File: src/hw/rtl/sha256_pkg.sv
// SHA-256 engine shared package: round and initial constants, the
// command and status bundles between controller and datapath.
// No dependencies.
package sha256_pkg;

   localparam int WordWidth = 32;

   localparam logic [31:0] ROUND_K [64] = '{
      32'h428a2f98, 32'h71374491, 32'hb5c0fbcf, 32'he9b5dba5,
      32'h3956c25b, 32'h59f111f1, 32'h923f82a4, 32'hab1c5ed5,
      32'hd807aa98, 32'h12835b01, 32'h243185be, 32'h550c7dc3,
      32'h72be5d74, 32'h80deb1fe, 32'h9bdc06a7, 32'hc19bf174,
      32'he49b69c1, 32'hefbe4786, 32'h0fc19dc6, 32'h240ca1cc,
      32'h2de92c6f, 32'h4a7484aa, 32'h5cb0a9dc, 32'h76f988da,
      32'h983e5152, 32'ha831c66d, 32'hb00327c8, 32'hbf597fc7,
      32'hc6e00bf3, 32'hd5a79147, 32'h06ca6351, 32'h14292967,
      32'h27b70a85, 32'h2e1b2138, 32'h4d2c6dfc, 32'h53380d13,
      32'h650a7354, 32'h766a0abb, 32'h81c2c92e, 32'h92722c85,
      32'ha2bfe8a1, 32'ha81a664b, 32'hc24b8b70, 32'hc76c51a3,
      32'hd192e819, 32'hd6990624, 32'hf40e3585, 32'h106aa070,
      32'h19a4c116, 32'h1e376c08, 32'h2748774c, 32'h34b0bcb5,
      32'h391c0cb3, 32'h4ed8aa4a, 32'h5b9cca4f, 32'h682e6ff3,
      32'h748f82ee, 32'h78a5636f, 32'h84c87814, 32'h8cc70208,
      32'h90befffa, 32'ha4506ceb, 32'hbef9a3f7, 32'hc67178f2
   };

   localparam logic [31:0] INIT_H [8] = '{
      32'h6a09e667, 32'hbb67ae85, 32'h3c6ef372, 32'ha54ff53a,
      32'h510e527f, 32'h9b05688c, 32'h1f83d9ab, 32'h5be0cd19
   };

   localparam logic [31:0] PAD_WORD = 32'h80000000;

   // Source of the next word pushed into the block buffer.
   typedef enum logic [1:0] {
      SRC_ZERO,
      SRC_INPUT,
      SRC_LEN_HI,
      SRC_LEN_LO
   } word_src_type;

   typedef struct packed {
      logic         take_input;   // latch the accepted transaction
      logic         push;         // write one word into the buffer
      word_src_type src;
      logic         force_pad;    // push the bare 0x80000000 pad word
      logic         round_start;  // load a..h from the hash
      logic         round_step;   // one compression round
      logic         fold;         // add a..h into the hash
      logic         emit_shift;   // rotate hash toward the digest port
      logic         hash_init;    // return to the initial hash
   } dp_cmd_type;

   typedef struct packed {
      logic [3:0] word_index;
      logic [2:0] nbytes;         // clamped byte count of latched word
      logic       last;
   } dp_status_type;

endpackage

File: src/hw/rtl/sha256_datapath.sv
// SHA-256 datapath: block buffer, schedule, one round per cycle, hash
// accumulate and digest rotation. Depends on sha256_pkg.
module sha256_datapath
   import sha256_pkg::*;
(
   input  logic          clock,
   input  logic          reset,
   input  dp_cmd_type    cmd,
   input  logic [31:0]   in_word,
   input  logic [2:0]    in_bytes,
   input  logic          in_last,
   output dp_status_type status,
   output logic [31:0]   digest_word
);

   logic [31:0] w_ff [16];
   logic [31:0] h_ff [8];
   logic [31:0] v_ff [8];
   logic [3:0]  idx_ff;
   logic [5:0]  rnd_ff;
   logic [63:0] len_ff;
   logic [31:0] word_ff;
   logic [2:0]  nb_ff;
   logic        last_ff;

   logic [31:0] push_word, keep, pad, s0, s1, wexp, wcur, t1, t2, e, a;
   logic [2:0]  nb_in;
   logic [3:0]  slot;

   always_comb begin
      nb_in = (!in_last || in_bytes > 3'd4) ? 3'd4 : in_bytes;
      keep  = (nb_ff == 3'd0) ? 32'h0 : (32'hffffffff << (6'd32 - {nb_ff, 3'b000}));
      pad   = 32'h80 << (5'd24 - {nb_ff[1:0], 3'b000});
      unique case (cmd.src)
         SRC_ZERO:   push_word = 32'h0;
         SRC_INPUT:  push_word = (nb_ff == 3'd4) ? word_ff : ((word_ff & keep) | pad);
         SRC_LEN_HI: push_word = len_ff[63:32];
         SRC_LEN_LO: push_word = len_ff[31:0];
         default:    push_word = 32'h0;
      endcase
      if (cmd.force_pad) push_word = PAD_WORD;

      slot = rnd_ff[3:0];
      s0 = {w_ff[slot + 4'd1][6:0], w_ff[slot + 4'd1][31:7]}
         ^ {w_ff[slot + 4'd1][17:0], w_ff[slot + 4'd1][31:18]}
         ^ (w_ff[slot + 4'd1] >> 3);
      s1 = {w_ff[slot + 4'd14][16:0], w_ff[slot + 4'd14][31:17]}
         ^ {w_ff[slot + 4'd14][18:0], w_ff[slot + 4'd14][31:19]}
         ^ (w_ff[slot + 4'd14] >> 10);
      wexp = w_ff[slot] + s0 + w_ff[slot + 4'd9] + s1;
      wcur = (rnd_ff >= 6'd16) ? wexp : w_ff[slot];
      e  = v_ff[4];
      a  = v_ff[0];
      t1 = v_ff[7] + ({e[5:0], e[31:6]} ^ {e[10:0], e[31:11]} ^ {e[24:0], e[31:25]})
         + ((e & v_ff[5]) ^ (~e & v_ff[6])) + ROUND_K[rnd_ff] + wcur;
      t2 = ({a[1:0], a[31:2]} ^ {a[12:0], a[31:13]} ^ {a[21:0], a[31:22]})
         + ((a & v_ff[1]) ^ (a & v_ff[2]) ^ (v_ff[1] & v_ff[2]));
   end

   always_ff @(posedge clock) begin
      if (cmd.take_input) begin
         word_ff <= in_word;
         nb_ff   <= nb_in;
         last_ff <= in_last;
      end
      if (cmd.push) w_ff[idx_ff] <= push_word;
      if (cmd.round_start) begin
         for (int i = 0; i < 8; i++) v_ff[i] <= h_ff[i];
      end else if (cmd.round_step) begin
         w_ff[slot] <= wcur;
         v_ff[0] <= t1 + t2;
         v_ff[1] <= v_ff[0];
         v_ff[2] <= v_ff[1];
         v_ff[3] <= v_ff[2];
         v_ff[4] <= v_ff[3] + t1;
         v_ff[5] <= v_ff[4];
         v_ff[6] <= v_ff[5];
         v_ff[7] <= v_ff[6];
      end
   end

   always_ff @(posedge clock) begin
      if (reset || cmd.hash_init) begin
         for (int i = 0; i < 8; i++) h_ff[i] <= INIT_H[i];
         idx_ff <= '0;
         len_ff <= '0;
         rnd_ff <= '0;
      end else begin
         if (cmd.take_input) len_ff <= len_ff + {58'd0, nb_in, 3'b000};
         if (cmd.push) idx_ff <= idx_ff + 4'd1;
         if (cmd.round_start) rnd_ff <= '0;
         else if (cmd.round_step) rnd_ff <= rnd_ff + 6'd1;
         if (cmd.fold) begin
            for (int i = 0; i < 8; i++) h_ff[i] <= h_ff[i] + v_ff[i];
         end else if (cmd.emit_shift) begin
            for (int i = 0; i < 7; i++) h_ff[i] <= h_ff[i + 1];
            h_ff[7] <= h_ff[0];
         end
      end
   end

   assign status.word_index = idx_ff;
   assign status.nbytes     = nb_ff;
   assign status.last       = last_ff;
   assign digest_word       = h_ff[0];

endmodule

File: src/hw/rtl/sha256_ctrl.sv
// SHA-256 controller: input handshake, padding sequence, 64-round count
// and digest output. Depends on sha256_pkg.
module sha256_ctrl
   import sha256_pkg::*;
(
   input  logic          clock,
   input  logic          reset,
   input  logic          req_valid,
   output logic          req_stall,
   output logic          rsp_valid,
   output logic          rsp_digest_last,
   input  logic          rsp_stall,
   input  dp_status_type status,
   output dp_cmd_type    cmd
);

   typedef enum logic [3:0] {
      ST_IDLE, ST_PUSH, ST_PAD80, ST_ZERO, ST_LEN_HI, ST_LEN_LO,
      ST_RSTART, ST_ROUND, ST_FOLD, ST_EMIT
   } state_type;

   state_type state_ff, state_in, ret_ff, ret_in;
   logic [5:0] cnt_ff, cnt_in;
   logic       out_ff, out_in;

   // Where to go after a push, compressing first when the block fills.
   function automatic state_type after_push(input logic full, input state_type nxt);
      after_push = full ? ST_RSTART : nxt;
   endfunction

   always_comb begin
      cmd      = '0;
      state_in = state_ff;
      ret_in   = ret_ff;
      cnt_in   = cnt_ff;
      out_in   = 1'b0;
      unique case (state_ff)
         ST_IDLE: begin
            if (req_valid) begin
               cmd.take_input = 1'b1;
               state_in = ST_PUSH;
            end
         end
         ST_PUSH: begin
            cmd.push = 1'b1;
            cmd.src  = SRC_INPUT;
            if (!status.last) ret_in = ST_IDLE;
            else if (status.nbytes == 3'd4) ret_in = ST_PAD80;
            else ret_in = ST_ZERO;
            state_in = after_push(status.word_index == 4'd15, ret_in);
         end
         ST_PAD80: begin
            cmd.push = 1'b1;
            cmd.force_pad = 1'b1;
            ret_in = ST_ZERO;
            state_in = after_push(status.word_index == 4'd15, ST_ZERO);
         end
         ST_ZERO: begin
            if (status.word_index == 4'd14) state_in = ST_LEN_HI;
            else begin
               cmd.push = 1'b1;
               cmd.src  = SRC_ZERO;
               ret_in = ST_ZERO;
               state_in = after_push(status.word_index == 4'd15, ST_ZERO);
            end
         end
         ST_LEN_HI: begin
            cmd.push = 1'b1;
            cmd.src  = SRC_LEN_HI;
            state_in = ST_LEN_LO;
         end
         ST_LEN_LO: begin
            cmd.push = 1'b1;
            cmd.src  = SRC_LEN_LO;
            ret_in = ST_EMIT;
            state_in = ST_RSTART;
         end
         ST_RSTART: begin
            cmd.round_start = 1'b1;
            state_in = ST_ROUND;
         end
         ST_ROUND: begin
            cmd.round_step = 1'b1;
            cnt_in = cnt_ff + 6'd1;
            if (cnt_ff == 6'd63) state_in = ST_FOLD;
         end
         ST_FOLD: begin
            cmd.fold = 1'b1;
            cnt_in = '0;
            state_in = ret_ff;
            out_in = (ret_ff == ST_EMIT);
         end
         ST_EMIT: begin
            out_in = out_ff;
            if (!rsp_stall) begin
               cmd.emit_shift = 1'b1;
               cnt_in = cnt_ff + 6'd1;
               if (cnt_ff[2:0] == 3'd7) begin
                  cmd.hash_init = 1'b1;
                  cnt_in = '0;
                  out_in = 1'b0;
                  state_in = ST_IDLE;
               end
            end
         end
         default: state_in = ST_IDLE;
      endcase
   end

   always_ff @(posedge clock) begin
      if (reset) begin
         state_ff <= ST_IDLE;
         ret_ff   <= ST_IDLE;
         cnt_ff   <= '0;
         out_ff   <= 1'b0;
      end else begin
         state_ff <= state_in;
         ret_ff   <= ret_in;
         cnt_ff   <= cnt_in;
         out_ff   <= out_in;
      end
   end

   assign req_stall       = (state_ff != ST_IDLE);
   assign rsp_valid       = (state_ff == ST_EMIT);
   assign rsp_digest_last = rsp_valid && (cnt_ff[2:0] == 3'd7);

   a_emit_flag: assert property (@(posedge clock) disable iff (reset)
      (state_ff == ST_EMIT) |-> out_ff) else $error("emit without flag");
   a_round_cnt: assert property (@(posedge clock) disable iff (reset)
      (state_ff == ST_FOLD) |-> (cnt_ff == 6'd0 && $past(cnt_ff) == 6'd63))
      else $error("fold after partial rounds");
   a_one_accept: assert property (@(posedge clock) disable iff (reset)
      (req_valid && !req_stall) |=> (state_ff == ST_PUSH))
      else $error("accept did not push");

endmodule

File: src/hw/rtl/sha256_hash_engine_unit.sv
// SHA-256 hash engine, top level.
// Channels: req_ takes one 32-bit big-endian message word per transaction
// with its valid byte count and end-of-message mark; rsp_ returns the eight
// digest words H0..H7, rsp_digest_last high on H7. Both use valid/stall.
// A word is latched, then pushed into the block buffer; the word that fills
// a 16-word block also runs a compression (load, 64 rounds at one round per
// cycle, fold). The end-marked word pads (up to 17 pushes, one per cycle,
// paused to compress), runs one or two compressions, then presents the
// digest one word per cycle unless stalled. With a single round unit, a new
// word is taken only after the last is pushed and any compression is done.
// One message is worked at a time; req_stall stays high until the digest
// is fully taken. Reset (synchronous, active high) returns the initial
// hash, zero length and word index. A stalled receiver holds the current
// digest word. Depends on sha256_pkg, sha256_ctrl and sha256_datapath.
module sha256_hash_engine_unit
   import sha256_pkg::*;
(
   input  logic        clock,
   input  logic        reset,
   input  logic        req_valid,
   output logic        req_stall,
   input  logic [31:0] req_message_word,
   input  logic [2:0]  req_valid_bytes,
   input  logic        req_end_of_message,
   output logic        rsp_valid,
   input  logic        rsp_stall,
   output logic [31:0] rsp_digest_word,
   output logic        rsp_digest_last
);

   dp_cmd_type    cmd;
   dp_status_type status;

   sha256_ctrl u_ctrl (
      .clock, .reset, .req_valid, .req_stall, .rsp_valid, .rsp_digest_last,
      .rsp_stall, .status, .cmd
   );

   sha256_datapath u_dp (
      .clock, .reset, .cmd,
      .in_word     (req_message_word),
      .in_bytes    (req_valid_bytes),
      .in_last     (req_end_of_message),
      .status,
      .digest_word (rsp_digest_word)
   );

endmodule

File: config.mk
export PLATFORM = sky130hd
export DESIGN_NAME = sha256_hash_engine_unit
export DESIGN_NICKNAME = d
export VERILOG_FILES = /design/src/hw/rtl/sha256_pkg.sv /design/src/hw/rtl/sha256_datapath.sv /design/src/hw/rtl/sha256_ctrl.sv /design/src/hw/rtl/sha256_hash_engine_unit.sv
export SDC_FILE = /design/constraint.sdc
export NUM_CORES = 2
export LEC_CHECK = 0
export BUFFER_PORTS_ARGS = -buffer_cell sky130_fd_sc_hd__buf_4
export CAP_MARGIN = 20
export CORE_MARGIN = 10
export CORE_UTILIZATION = 45
export CTS_CLUSTER_DIAMETER = 150
export CTS_CLUSTER_SIZE = 25
export DETAILED_ROUTE_END_ITERATION = 10
export SLEW_MARGIN = 25
export SYNTH_ARGS = -nofsm -noshare
export SYNTH_HDL_FRONTEND = slang
export SYNTH_SLANG_ARGS = --single-unit
File: constraint.sdc
create_clock -name clock -period 17.4 [get_ports clock]
set_clock_uncertainty 0.1 [all_clocks]
set_input_delay 2.61 -clock clock [delete_from_list [all_inputs] [get_ports clock]]
set_output_delay 2.61 -clock clock [all_outputs]
set_load 0.02 [all_outputs]
==> summary.md <==
| Metric | Value |
|---|---|
| Worst Path Required | `17.82 ns` |
| Detailed Route Iter0 Violations | `7,574` |
| Core area | `183,000 sq um` |
| Num CTS Buffers | `52` |
| Global Route Usage Sum | `0.279` |
| Drt wl/cell | `around 30 microns` |
| Finish-stage setup viols | `0` |
| Avg Inst Size Synth | `approximately 11 sq um` |
| CTS tree | `built` |
| Top cells by area, synth | `edfxtp_1, mux4_2, ha_1, fa_1, nand2_1` |
| Hold Path Class | `reg2reg` |
| Post-CTS resize count | `0` |
| Int Pwr | `roughly 0.0047 W` |
| Clock slew at reported path FFs | `0.12 ns` |
| Biggest area consumer among synthesized cells | `edfxtp_1` |
| Final setup margin | `around 2.3 ns` |
| EDFF count, synth | `1,060` |
| Clock Sinks | `1,148` |
| Gr ovfl total | `0` |
| Vias in the first global route | `slightly below 60,000` |
| Share of the synthesized area in the top cell type | `0.386` |
| Post-route DRC | `0` |
| Max Cap Viol | `0` |
| Clock power share | `0.207` |
| Via Count | `61,600` |
| H-tree depth | `2` |
| Die Wd | `448 microns` |
| Main synth FF type | `edfxtp_1` |
| Synth cell types | `96` |
| Final GP Congestion | `0.986` |
| Cell Pwr Density | `approximately 83 nW/um^2` |
| Most used cell, CP | `fa_1` |
| Commonest non-fill, non-tap cell in the layout | `edfxtp_1` |
| Antenna-violating nets left | `0` |
| Max Transition Viols Final | `0` |
| Mapped cell area | `around 83,000 sq um` |
| Fin. Hold Viols | `0` |
| I/O pin cnt | `75` |
| Die area | `201,000 sq um` |
| Area of the multi-input gates | `around 46,000 sq um` |
| Routed WL | `286,000 microns` |
| Ys async rst share | `0` |
| Sequential element share of the synthesized area | `0.407` |
| Hold Slack | `0.393 ns` |
| End-of-flow core utilization | `0.477` |
| Number of port buffers | `74` |
| Fillers | `16,600` |
| Die Y-Extent | `448 microns` |
| Layout cell share with drive strength beyond 1 | `0.133` |
| Deepest clock path buffer count | `3` |
| Crit end category | `register` |
| Synth Register Bits | `1,148` |
| Starting Density | `0.452` |
| Least-Margin Pin Slew | `1.17 ns` |
| Crit start category | `register` |
| RSZ-0062 raised after global routing | `false` |
| Mapped Nets | `7,923` |
| Place WS | `between 2 and 3 ns` |
| Commonest non-fill, non-tap cells in the layout | `edfxtp_1, nand2_1, mux4_2` |
| Worst skew pair latency | `roughly 0.80 ns` |
| Row cnt | `157` |
| CP max stage cell | `a2111oi_1` |
| Crit path DAT | `15.52 ns` |
| Register Area | `33,600 sq um` |
| Yosys warning count | `0` |
| Final min period | `15.10 ns` |
| Area growth, synth to finish | `5.55%` |
| Comb pwr share | `0.363` |
| Relative slew slack | `0.218` |
| Crit path max fanout | `120` |
| Hold_buf cts | `0` |
| Status | `complete, no violations` |
| DPL Wire Length | `roughly 210,000 microns` |
| Cells after Synth | `7,275` |
| Via-to-Cell Ratio | `approximately 6.5` |
| TritonRoute pass-1 iters | `6` |
| Fmax | `66.2 MHz` |
| Psw | `0.00259 W` |
| Switch share | `0.356` |
| Initial antenna violation count | `7` |
| CTS root buf | `clkbuf_16` |
| Kind of critical path | `reg2reg` |
| Crit share post-route | `0.868` |
| Largest net degree at the start of global routing | `between 100 and 150` |
| Worst path max stage delay | `0.93 ns` |
| Post-CTS Setup Bufs | `0` |
| Seq pwr share | `0.431` |
| Leak Pwr | `31.1 nW` |
| First-pass GRT wire length | `between 400,000 and 500,000 microns` |
| Worst VDD drop | `80.4 uV` |
| Final nets | `7,745` |
| Setup TNS | `0 ns` |
==> power by group through the flow <==
stage / combinational (W) / clock, W / sequential [W]
floorplan: 0.00189 / 0 / 0.00317
global placement: 0.00255 / 0 / 0.00319
detailed placement: 0.00257 / 0 / 0.00319
CTS: 0.00259 / 0.00153 / 0.00313
global route: 0.00290 / 0.00161 / 0.00313
finish: 0.00263 / 0.00150 / 0.00313
==> layout make-up <==
class	instances	area share
Multi-Input combinational cell	5318	0.528
Clock inverter	6	0.00105
Tap cell	2385	0.0342
Inverter	380	0.0165
Clock buffer	66	0.0155
Sequential cell	1148	0.386
Antenna cell	4	0.000115
Timing Repair Buffer	197	0.0187
==> sequential cells by signal, summed over array words and instances, names as in the netlist, named ones only <==
| signal | flops |
|---|---|
| u_ctrl.state_ff | 4 |
| u_dp.v_ff | 256 |
| u_ctrl.ret_ff | 3 |
| u_ctrl.cnt_ff | 6 |
| u_dp.word_ff | 32 |
| u_dp.last_ff | 1 |
| u_dp.w_ff | 512 |
| u_dp.len_ff | 61 |
| u_dp.h_ff | 256 |
| u_dp.rnd_ff | 6 |
| u_dp.nb_ff | 3 |
| u_dp.idx_ff | 4 |
==> cells in the mapped netlist (all sizes together), types with 97 or more instances <==
cell type,number
a21oi,509
nand3,97
fa,196
mux4,511
nand2,847
xnor2,351
clkbuf,318
xor2,287
o21ai,417
ha,412
nor2,484
buf,111
edfxtp,1060
a21o,175
inv,378
==> through the flow <==
stage	area [sq um]	instances	power, W
2_1_floorplan	82600	7275	0.00506
3_3_place_gp	85500	9425	0.00574
3_5_place_dp	85600	9426	0.00577
4_1_cts	87000	9498	0.00725
5_1_grt	87100	9500	0.00764
6_report	87100	9504	0.00726
==> metal layers <==
metal | GRT usage | share of wire | vias up
li1 | - | - | 26600
met1 | 0.384 | 0.40 | 31100
met2 | 0.436 | 0.45 | 3333
met3 | 0.0452 | 0.091 | 583
met4 | 0.121 | 0.052 | 8
met5 | 0 | 0.00020 | -
==> kinds of logic (layout without fill, tap and decap cells) <==
group	count (synthesis)	after routing	share of synthesized area
compound gates	1581	1581	0.119
xor+xnor	638	638	0.0682
fa+ha+maj	627	627	0.112
buf+inv	809	649	0.0394
flops	1148	1148	0.407
mux	670	670	0.160
other cells	0	4	0
simple gates	1802	1802	0.0946
==> path summary, 6_finish.rpt <==
kind,start,to,slack [ns],depth (start not counted)
worst max-delay path,u_dp.rnd_ff[0]$_SDFFE_PP0P_,u_dp.v_ff[0][31]$_DFFE_PP_,2.30,48
worst min-delay path,u_ctrl.cnt_ff[5]$_SDFFE_PP0P_,u_ctrl.cnt_ff[5]$_SDFFE_PP0P_,0.39,2
worst max register to register,u_dp.rnd_ff[0]$_SDFFE_PP0P_,u_dp.v_ff[0][31]$_DFFE_PP_,2.30,48
worst min register to register,u_ctrl.cnt_ff[5]$_SDFFE_PP0P_,u_ctrl.cnt_ff[5]$_SDFFE_PP0P_,0.39,2
==> critical path, delay by kind of cell (launching register included) <==
family,cells,cell delay [ns]
XOR/XNOR,5,0.97
flip-flops,1,0.85
AO/OA/AOI/OAI,17,5.11
AND/OR/NAND/NOR,12,1.46
adder cells (fa/ha/maj),9,3.88
multiplexers,1,0.59
buffers and inverters,4,1.58
Note: power is estimated with default switching activity, not from simulation.
